--- config.mk ---
export PLATFORM = sky130hd
export DESIGN_NAME = rounded_box_distance_eval
export DESIGN_NICKNAME = d
export VERILOG_FILES = /design/src/hw/rtl/rbd_pkg.sv /design/src/hw/rtl/rounded_box_distance_eval.sv /design/src/hw/rtl/rbd_front.sv /design/src/hw/rtl/rbd_sqrt_cell.sv /design/src/hw/rtl/rbd_tail.sv
export SDC_FILE = /design/constraint.sdc
export NUM_CORES = 2
export LEC_CHECK = 0
export ABC_CLOCK_PERIOD_IN_PS = 17000
export BUFFER_PORTS_ARGS = -buffer_cell sky130_fd_sc_hd__buf_4
export CAP_MARGIN = 30
export CORE_MARGIN = 4
export CORE_UTILIZATION = 31
export CTS_BUF_LIST = sky130_fd_sc_hd__clkbuf_4 sky130_fd_sc_hd__clkbuf_8
export CTS_CLUSTER_SIZE = 16
export DETAILED_ROUTE_END_ITERATION = 12
export GPL_TIMING_DRIVEN = 0
export PLACE_DENSITY = 0.5
export REMOVE_ABC_BUFFERS = 1
export SYNTH_ARGS = -nofsm -noshare
export SYNTH_HDL_FRONTEND = slang
export SYNTH_HIERARCHICAL = 1
export SYNTH_SLANG_ARGS = --single-unit
--- constraint.sdc ---
create_clock -name clk -period 17 [get_ports clk]
set_input_delay 0.85 -clock clk [delete_from_list [all_inputs] [get_ports clk]]
set_output_delay 0.85 -clock clk [all_outputs]
set_load 0.01 [all_outputs]
--- src/hw/rtl/rbd_pkg.sv ---
// Shared constants, register codes and pipeline word types for the rounded box distance block.
package rbd_pkg;

  localparam int unsigned FRAC_BITS = 12;

  localparam int unsigned REG_W  = 15;
  localparam int unsigned POS_W  = 16;
  localparam int unsigned DIST_W = 18;
  localparam int unsigned Q_W    = 18;
  localparam int unsigned ROOT_W = 17;
  localparam int unsigned REM_W  = ROOT_W + 2;
  localparam int unsigned RAD_W  = 2 * ROOT_W;
  localparam int unsigned OFF_W  = 18;

  localparam int unsigned ADDR_W = 5;
  localparam int unsigned DATA_W = 32;
  localparam int unsigned IDX_W  = 3;

  localparam logic [REG_W-1:0] HALF_RESET = REG_W'(1 << FRAC_BITS);

  localparam logic [IDX_W-1:0] REG_HALF_WIDTH  = 3'd0;
  localparam logic [IDX_W-1:0] REG_HALF_HEIGHT = 3'd1;
  localparam logic [IDX_W-1:0] REG_RAD_UR      = 3'd2;
  localparam logic [IDX_W-1:0] REG_RAD_LR      = 3'd3;
  localparam logic [IDX_W-1:0] REG_RAD_UL      = 3'd4;
  localparam logic [IDX_W-1:0] REG_RAD_LL      = 3'd5;

  typedef struct packed {
    logic [REG_W-1:0] half_width;
    logic [REG_W-1:0] half_height;
    logic [REG_W-1:0] rad_ur;
    logic [REG_W-1:0] rad_lr;
    logic [REG_W-1:0] rad_ul;
    logic [REG_W-1:0] rad_ll;
  } shape_cfg_t;

  // word handed from cell to cell of the square root chain
  typedef struct packed {
    logic [RAD_W-1:0]        rad;
    logic [REM_W-1:0]        rem;
    logic [ROOT_W-1:0]       root;
    logic signed [OFF_W-1:0] off;
  } sqr_t;

endpackage

--- src/hw/rtl/rounded_box_distance_eval.sv ---
// Top level of the rounded box signed distance evaluator.
// Usage:
//   in_*  : stream of points, one word per point, pos_x and pos_y in Q3.12.
//   out_* : stream of distances, one word per point, in Q5.12, same order.
//   cfg_* : APB-style register port; half extents and the four corner radii.
//           Write registers only while no points are in flight.
// Pipeline: input acceptance reaches out_tvalid through 3 front stages,
//   17 square root cells and 1 output register.
// Throughput: one point per cycle; each square root cell holds one point and
//   settles one root bit, so a new point enters every cycle while the output drains.
// Stall: when out_tready is low the chain keeps filling its empty stages and
//   in_tready drops only when every stage holds a word.
// Reset (rst_n low, synchronous): all stages empty, half extents 1.0,
//   radii 0.
module rounded_box_distance_eval (
  input  logic                          clk,
  input  logic                          rst_n,
  input  logic                          in_tvalid,
  output logic                          in_tready,
  input  logic [31:0]                   in_tdata,    // pos_x[15:0], pos_y[31:16]
  output logic                          out_tvalid,
  input  logic                          out_tready,
  output logic [23:0]                   out_tdata,   // distance[17:0], zero[23:18]
  input  logic                          cfg_psel,
  input  logic                          cfg_penable,
  input  logic                          cfg_pwrite,
  input  logic [rbd_pkg::ADDR_W-1:0]    cfg_paddr,
  input  logic [rbd_pkg::DATA_W-1:0]    cfg_pwdata,
  output logic [rbd_pkg::DATA_W-1:0]    cfg_prdata,
  output logic                          cfg_pready
);

  localparam int unsigned NCELL = rbd_pkg::ROOT_W;

  rbd_pkg::shape_cfg_t cfg_r;
  logic [rbd_pkg::IDX_W-1:0] idx;
  logic wr;
  logic [rbd_pkg::REG_W-1:0] wval;
  logic [rbd_pkg::REG_W-1:0] rval;

  logic          ch_valid [NCELL+1];
  logic          ch_ready [NCELL+1];
  rbd_pkg::sqr_t ch_data  [NCELL+1];

  logic signed [rbd_pkg::DIST_W-1:0] dist_val;

  assign cfg_pready = 1'b1;
  assign idx        = cfg_paddr[rbd_pkg::ADDR_W-1:2];
  assign wr         = cfg_psel && cfg_penable && cfg_pwrite && cfg_pready;
  assign wval       = cfg_pwdata[rbd_pkg::REG_W-1:0];

  always_ff @(posedge clk) begin
    if (!rst_n) begin
      cfg_r.half_width  <= rbd_pkg::HALF_RESET;
      cfg_r.half_height <= rbd_pkg::HALF_RESET;
      cfg_r.rad_ur      <= '0;
      cfg_r.rad_lr      <= '0;
      cfg_r.rad_ul      <= '0;
      cfg_r.rad_ll      <= '0;
    end else if (wr) begin
      case (idx)
        rbd_pkg::REG_HALF_WIDTH:  cfg_r.half_width  <= wval;
        rbd_pkg::REG_HALF_HEIGHT: cfg_r.half_height <= wval;
        rbd_pkg::REG_RAD_UR:      cfg_r.rad_ur      <= wval;
        rbd_pkg::REG_RAD_LR:      cfg_r.rad_lr      <= wval;
        rbd_pkg::REG_RAD_UL:      cfg_r.rad_ul      <= wval;
        rbd_pkg::REG_RAD_LL:      cfg_r.rad_ll      <= wval;
        default: ;
      endcase
    end
  end

  always_comb begin
    case (idx)
      rbd_pkg::REG_HALF_WIDTH:  rval = cfg_r.half_width;
      rbd_pkg::REG_HALF_HEIGHT: rval = cfg_r.half_height;
      rbd_pkg::REG_RAD_UR:      rval = cfg_r.rad_ur;
      rbd_pkg::REG_RAD_LR:      rval = cfg_r.rad_lr;
      rbd_pkg::REG_RAD_UL:      rval = cfg_r.rad_ul;
      rbd_pkg::REG_RAD_LL:      rval = cfg_r.rad_ll;
      default:                  rval = '0;
    endcase
  end

  assign cfg_prdata = rbd_pkg::DATA_W'(rval);

  rbd_front u_front (
    .clk      (clk),
    .rst_n    (rst_n),
    .cfg      (cfg_r),
    .up_valid (in_tvalid),
    .up_ready (in_tready),
    .pos_x    ($signed(in_tdata[15:0])),
    .pos_y    ($signed(in_tdata[31:16])),
    .dn_valid (ch_valid[0]),
    .dn_ready (ch_ready[0]),
    .dn_data  (ch_data[0])
  );

  // cell j settles root bit NCELL-1-j, most significant first
  for (genvar j = 0; j < NCELL; j++) begin : g_cell
    rbd_sqrt_cell #(
      .DIGIT (NCELL - 1 - j)
    ) u_cell (
      .clk      (clk),
      .rst_n    (rst_n),
      .up_valid (ch_valid[j]),
      .up_ready (ch_ready[j]),
      .up_data  (ch_data[j]),
      .dn_valid (ch_valid[j+1]),
      .dn_ready (ch_ready[j+1]),
      .dn_data  (ch_data[j+1])
    );
  end

  rbd_tail u_tail (
    .clk      (clk),
    .rst_n    (rst_n),
    .up_valid (ch_valid[NCELL]),
    .up_ready (ch_ready[NCELL]),
    .up_data  (ch_data[NCELL]),
    .dn_valid (out_tvalid),
    .dn_ready (out_tready),
    .distance (dist_val)
  );

  assign out_tdata = {6'b000000, dist_val};

endmodule

--- src/hw/rtl/rbd_front.sv ---
// Front pipeline: folds the point into q, squares the positive parts, forms the radicand and offset.
module rbd_front (
  input  logic                           clk,
  input  logic                           rst_n,
  input  rbd_pkg::shape_cfg_t            cfg,
  input  logic                           up_valid,
  output logic                           up_ready,
  input  logic signed [rbd_pkg::POS_W-1:0] pos_x,
  input  logic signed [rbd_pkg::POS_W-1:0] pos_y,
  output logic                           dn_valid,
  input  logic                           dn_ready,
  output rbd_pkg::sqr_t                  dn_data
);

  // stage 1: q vector and radius
  logic                                v1_r;
  logic signed [rbd_pkg::Q_W-1:0]      qx_r, qy_r;
  logic [rbd_pkg::REG_W-1:0]           r1_r;
  // stage 2: squares and offset
  logic                                v2_r;
  logic [2*rbd_pkg::POS_W-1:0]         sqx_r, sqy_r;
  logic signed [rbd_pkg::OFF_W-1:0]    off2_r;
  // stage 3: radicand
  logic                                v3_r;
  rbd_pkg::sqr_t                       d3_r;

  logic rdy1, rdy2, rdy3;

  logic signed [rbd_pkg::POS_W:0]  xs, ys;
  logic [rbd_pkg::POS_W:0]         ax, ay;
  logic                            x_pos, y_pos;
  logic [rbd_pkg::REG_W-1:0]       r_sel;
  logic signed [rbd_pkg::Q_W-1:0]  qx_nxt, qy_nxt;

  logic [rbd_pkg::POS_W-1:0]       px, py;
  logic signed [rbd_pkg::Q_W-1:0]  qmax, inner;
  logic signed [rbd_pkg::OFF_W-1:0] off_nxt;
  logic [rbd_pkg::RAD_W-1:0]       rad_nxt;

  assign rdy3     = !v3_r || dn_ready;
  assign rdy2     = !v2_r || rdy3;
  assign rdy1     = !v1_r || rdy2;
  assign up_ready = rdy1;
  assign dn_valid = v3_r;
  assign dn_data  = d3_r;

  always_comb begin
    xs     = {pos_x[rbd_pkg::POS_W-1], pos_x};
    ys     = {pos_y[rbd_pkg::POS_W-1], pos_y};
    ax     = xs[rbd_pkg::POS_W] ? 17'(-xs) : 17'(xs);
    ay     = ys[rbd_pkg::POS_W] ? 17'(-ys) : 17'(ys);
    x_pos  = !pos_x[rbd_pkg::POS_W-1] && (pos_x != '0);
    y_pos  = !pos_y[rbd_pkg::POS_W-1] && (pos_y != '0);
    if (x_pos) begin
      r_sel = y_pos ? cfg.rad_ur : cfg.rad_lr;
    end else begin
      r_sel = y_pos ? cfg.rad_ul : cfg.rad_ll;
    end
    qx_nxt = $signed({1'b0, ax}) - $signed({3'b000, cfg.half_width})
             + $signed({3'b000, r_sel});
    qy_nxt = $signed({1'b0, ay}) - $signed({3'b000, cfg.half_height})
             + $signed({3'b000, r_sel});
  end

  always_comb begin
    px      = qx_r[rbd_pkg::Q_W-1] ? '0 : qx_r[rbd_pkg::POS_W-1:0];
    py      = qy_r[rbd_pkg::Q_W-1] ? '0 : qy_r[rbd_pkg::POS_W-1:0];
    qmax    = (qx_r > qy_r) ? qx_r : qy_r;
    inner   = qmax[rbd_pkg::Q_W-1] ? qmax : '0;
    off_nxt = inner - $signed({3'b000, r1_r});
    rad_nxt = rbd_pkg::RAD_W'(sqx_r) + rbd_pkg::RAD_W'(sqy_r);
  end

  always_ff @(posedge clk) begin
    if (!rst_n) begin
      v1_r <= 1'b0;
      v2_r <= 1'b0;
      v3_r <= 1'b0;
    end else begin
      if (rdy1) v1_r <= up_valid;
      if (rdy2) v2_r <= v1_r;
      if (rdy3) v3_r <= v2_r;
    end
  end

  always_ff @(posedge clk) begin
    if (rdy1 && up_valid) begin
      qx_r <= qx_nxt;
      qy_r <= qy_nxt;
      r1_r <= r_sel;
    end
    if (rdy2 && v1_r) begin
      sqx_r  <= px * px;
      sqy_r  <= py * py;
      off2_r <= off_nxt;
    end
    if (rdy3 && v2_r) begin
      d3_r.rad  <= rad_nxt;
      d3_r.rem  <= '0;
      d3_r.root <= '0;
      d3_r.off  <= off2_r;
    end
  end

endmodule

--- src/hw/rtl/rbd_sqrt_cell.sv ---
// One cell of the square root chain: settles one root bit from one radicand bit pair.
module rbd_sqrt_cell #(
  parameter int unsigned DIGIT = 0
) (
  input  logic          clk,
  input  logic          rst_n,
  input  logic          up_valid,
  output logic          up_ready,
  input  rbd_pkg::sqr_t up_data,
  output logic          dn_valid,
  input  logic          dn_ready,
  output rbd_pkg::sqr_t dn_data
);

  logic          v_r;
  rbd_pkg::sqr_t d_r;
  rbd_pkg::sqr_t d_nxt;

  logic [rbd_pkg::REM_W-1:0] rem_sh, trial;

  assign up_ready = !v_r || dn_ready;
  assign dn_valid = v_r;
  assign dn_data  = d_r;

  always_comb begin
    rem_sh = {up_data.rem[rbd_pkg::REM_W-3:0], up_data.rad[2*DIGIT+1 -: 2]};
    trial  = {up_data.root, 2'b01};
    d_nxt  = up_data;
    if (rem_sh >= trial) begin
      d_nxt.rem  = rem_sh - trial;
      d_nxt.root = {up_data.root[rbd_pkg::ROOT_W-2:0], 1'b1};
    end else begin
      d_nxt.rem  = rem_sh;
      d_nxt.root = {up_data.root[rbd_pkg::ROOT_W-2:0], 1'b0};
    end
  end

  always_ff @(posedge clk) begin
    if (!rst_n) begin
      v_r <= 1'b0;
    end else if (up_ready) begin
      v_r <= up_valid;
    end
  end

  always_ff @(posedge clk) begin
    if (up_ready && up_valid) d_r <= d_nxt;
  end

endmodule

--- src/hw/rtl/rbd_tail.sv ---
// Output stage: adds root and offset, saturates, holds the result word.
module rbd_tail (
  input  logic                             clk,
  input  logic                             rst_n,
  input  logic                             up_valid,
  output logic                             up_ready,
  input  rbd_pkg::sqr_t                    up_data,
  output logic                             dn_valid,
  input  logic                             dn_ready,
  output logic signed [rbd_pkg::DIST_W-1:0] distance
);

  logic                              v_r;
  logic signed [rbd_pkg::DIST_W-1:0] dist_r;
  logic signed [rbd_pkg::DIST_W:0]   sum;
  logic signed [rbd_pkg::DIST_W-1:0] dist_nxt;

  assign up_ready = !v_r || dn_ready;
  assign dn_valid = v_r;
  assign distance = dist_r;

  always_comb begin
    sum = $signed({up_data.off[rbd_pkg::OFF_W-1], up_data.off})
          + $signed({2'b00, up_data.root});
    if (sum[rbd_pkg::DIST_W] != sum[rbd_pkg::DIST_W-1]) begin
      dist_nxt = sum[rbd_pkg::DIST_W] ? {1'b1, {(rbd_pkg::DIST_W-1){1'b0}}}
                                      : {1'b0, {(rbd_pkg::DIST_W-1){1'b1}}};
    end else begin
      dist_nxt = sum[rbd_pkg::DIST_W-1:0];
    end
  end

  always_ff @(posedge clk) begin
    if (!rst_n) begin
      v_r <= 1'b0;
    end else if (up_ready) begin
      v_r <= up_valid;
    end
  end

  always_ff @(posedge clk) begin
    if (up_ready && up_valid) dist_r <= dist_nxt;
  end

endmodule

==> impl_metrics.ini <==
[run_status]
status = complete, no violations

[finish]
seqCellArea_mm2 = 0.04243
drive_gt1_share_pct = 13.67
area_growth_pct = 11.14
fillers = 27818
fin_nets = 8510
multi_input_area_mm2 = 0.03996
post-route-cell-area_mm2 = 0.09746
layout.cells.non_filler = 11375

[worst_setup_path]
critPathBufInv = 6
end_kind = register
worst_path_largest_cell_delay_ns = 0.77
r2r_end = u_front/sqy_r[30]$_DFFE_PP_
worstRegToRegCells = 23
crit_required_ns = 17.68
critical_path_arrival_ns = 9.05
crit_chain = buf_16 -> nor2_1 -> inv_1 -> nor2_1 -> fa_1 -> inv_1 -> fa_1 -> inv_1 -> fa_1 -> fa_1 -> fa_1 -> inv_1 -> fa_1 -> inv_1 -> ha_1 -> and3_1 -> and3_1 -> a32oi_1 -> a21oi_1 -> or4_1 -> a31o_1 -> a21oi_1 -> xnor2_1
startpoint_type = register
reg2reg_from = u_front/qy_r[17]$_DFFE_PP_
cp_common_cell = fa_1
path_class = register to register
rrSetupSlack_ns = 8.63
path_delay_family = adder cells
crit_path_max_fanout = 26
slowest_stage = edfxtp_1
critical_path_depth = 23

[routing]
first_pass_iters = 5
vias = 53087
ant_nets = 0
routed_via_density = 4.667
routed_wl_mm = 201.3
avgRoutedWirePerCell_um = 17.70
drc = 0
drt_iter0_drc = 2911

[floorplanning]
core_mm2 = 0.2818
die_h_um = 539.9
io_pins = 135
row_count = 195
start_util_pct = 31.12
fp.dieW_um = 539.9
die_area_mm2 = 0.2914

[grt]
grt_pass1_wl_mm = 318.4
grt_remaining_overflow = 0
antenna_found_initial = 9
grt_pass1_vias = 55405
grt_max_degree = 81
grt.total_usage_pct = 13.69

[timing]
fmax_mhz = 119.5
setup_ws_ns = 8.631
min_period_ns = 8.369
fin_skew_ns = 0.09498
tns_ns = 0
hold_violations = 0
tightestPinTransition_ns = 1.016
finalCritPeriodShare_pct = 49.23
drv_slew = 0
rsz0062_at_grt = no
setup_viol = 0
relSlewSlack_pct = 31.98

[cts]
clock_path_buffers = 4
cts_resized = 0
root_buffer = clkbuf_8
cts-hold-fix-buffers = 0
clkSinkCount = 1450
cts_setup_buffers = 0
cts_tree = built
clk_pin_slew_ns = 0.06
numCtsBuffers = 241
cts_htree_levels = 4
clkLatencyLatePin_ns = 0.97

[logic_synthesis]
ys_warn_count = 6
syn-mean-instance-area_um2 = 12.05
syn_area_mm2 = 0.08769
netlist_instances = 7280

[placed_design]
place_ws_ns = 8.621
place_area_mm2 = 0.09255
gp_congestion = 0.8633
hpwl_mm = 155.6
port_buffers = 91
dp.cells = 10935

[min_path]
hold_path_end = cfg_r[87]$_SDFFE_PN1P_
hold_depth = 3
hp-class = input port to register
hold_start = cfg_pwdata[12]

[pwr]
power_w = 0.01409
ir_worst_vdd_uv = 266.7
pwr_density_cell_mw_per_mm2 = 144.6
p_leak_nw = 39.15

[run]
maxCapViolations = 0
## layout make-up
cell class | count | area share (%)
antenna | 3 | 0.007703
multi-input combinational | 4609 | 41.00
sequential | 1450 | 43.54
inverter | 987 | 3.801
clock buffer | 324 | 4.126
tap | 3743 | 4.805
timing repair buffer | 149 | 1.874
clock inverter | 110 | 0.8460
## flip-flops by register name, indices dropped and copies added (netlist names), 18 cells and up
register and count:
u_front/sqx_r 31, cfg_r 90, g_cell.u_cell/dn_data 1139, u_front/qx_r 18
u_front/off2_r 18, u_tail/distance 18, u_front/dn_data 51, u_front/qy_r 18
u_front/sqy_r 31
## through the flow
step / utilization (%) / hold slack, ns
after floorplan: - / 0.4003
after global placement: 32.42 / 0.4004
after detailed placement: 32.84 / 0.4045
after CTS: 34.56 / 0.06441
after global routing: 34.58 / 0.1201
final: 34.58 / 0.1958
## routing by layer
layer | routed length, µm | share of wire, % | GRT usage, % | up-vias
met4 | 5662 | 2.8 | 4.031 | 4
met3 | 7673 | 3.8 | 2.089 | 317
met5 | 27 | 0.013 | 0 | -
li1 | - | - | - | 25844
met2 | 98200 | 49 | 23.50 | 1031
met1 | 89750 | 45 | 17.83 | 25891
## where the power goes
group          internal, W  total, W  switching [W]
logic              0.00259   0.00651        0.00392
clock network      0.00170   0.00312        0.00142
registers          0.00430   0.00446       0.000166
total              0.00858    0.0141        0.00550
## layout by cell type, fill, tap and decap left out, types with 73 or more instances in the layout
master	instances
a21oi_1	336
nor2_1	318
xor2_1	161
nand2b_1	73
edfxtp_1	1339
mux2_2	170
ha_1	636
inv_1	980
nand4_1	95
xnor2_1	253
clkbuf_8	254
nand2_1	583
a21o_1	132
buf_4	99
dfxtp_1	111
and2_1	80
nand3_1	92
fa_1	360
o21ai_0	146
mux2i_1	135
mux2_4	80
nor3_1	73
## how the worst max path moves through the flow
stage / slack, ns / start / endpoint
floorplan: 7.55 / out_tready / u_front/off2_r[0]$_DFFE_PP_
global placement: 3.00 / out_tready / u_front/sqx_r[24]$_DFFE_PP_
detailed placement: 8.62 / u_front/qy_r[17]$_DFFE_PP_ / u_front/sqy_r[30]$_DFFE_PP_
global route: 8.28 / u_front/qy_r[17]$_DFFE_PP_ / u_front/sqy_r[30]$_DFFE_PP_
CTS: 8.62 / u_front/qy_r[17]$_DFFE_PP_ / u_front/sqy_r[30]$_DFFE_PP_
finish: 8.63 / u_front/qy_r[17]$_DFFE_PP_ / u_front/sqy_r[30]$_DFFE_PP_
## worst reg2reg max path, stage by stage, from the launching register on
cell      delay [ns]
edfxtp_1        0.77
buf_16          0.35
nor2_1          0.76
inv_1           0.36
nor2_1          0.32
fa_1            0.46
inv_1           0.08
fa_1            0.40
inv_1           0.09
fa_1            0.42
fa_1            0.52
fa_1            0.54
inv_1           0.06
fa_1            0.57
inv_1           0.05
ha_1            0.33
and3_1          0.21
and3_1          0.20
a32oi_1         0.35
a21oi_1         0.20
or4_1           0.60
a31o_1          0.24
a21oi_1         0.17
xnor2_1         0.10
Power figures use the tool's default switching activity.
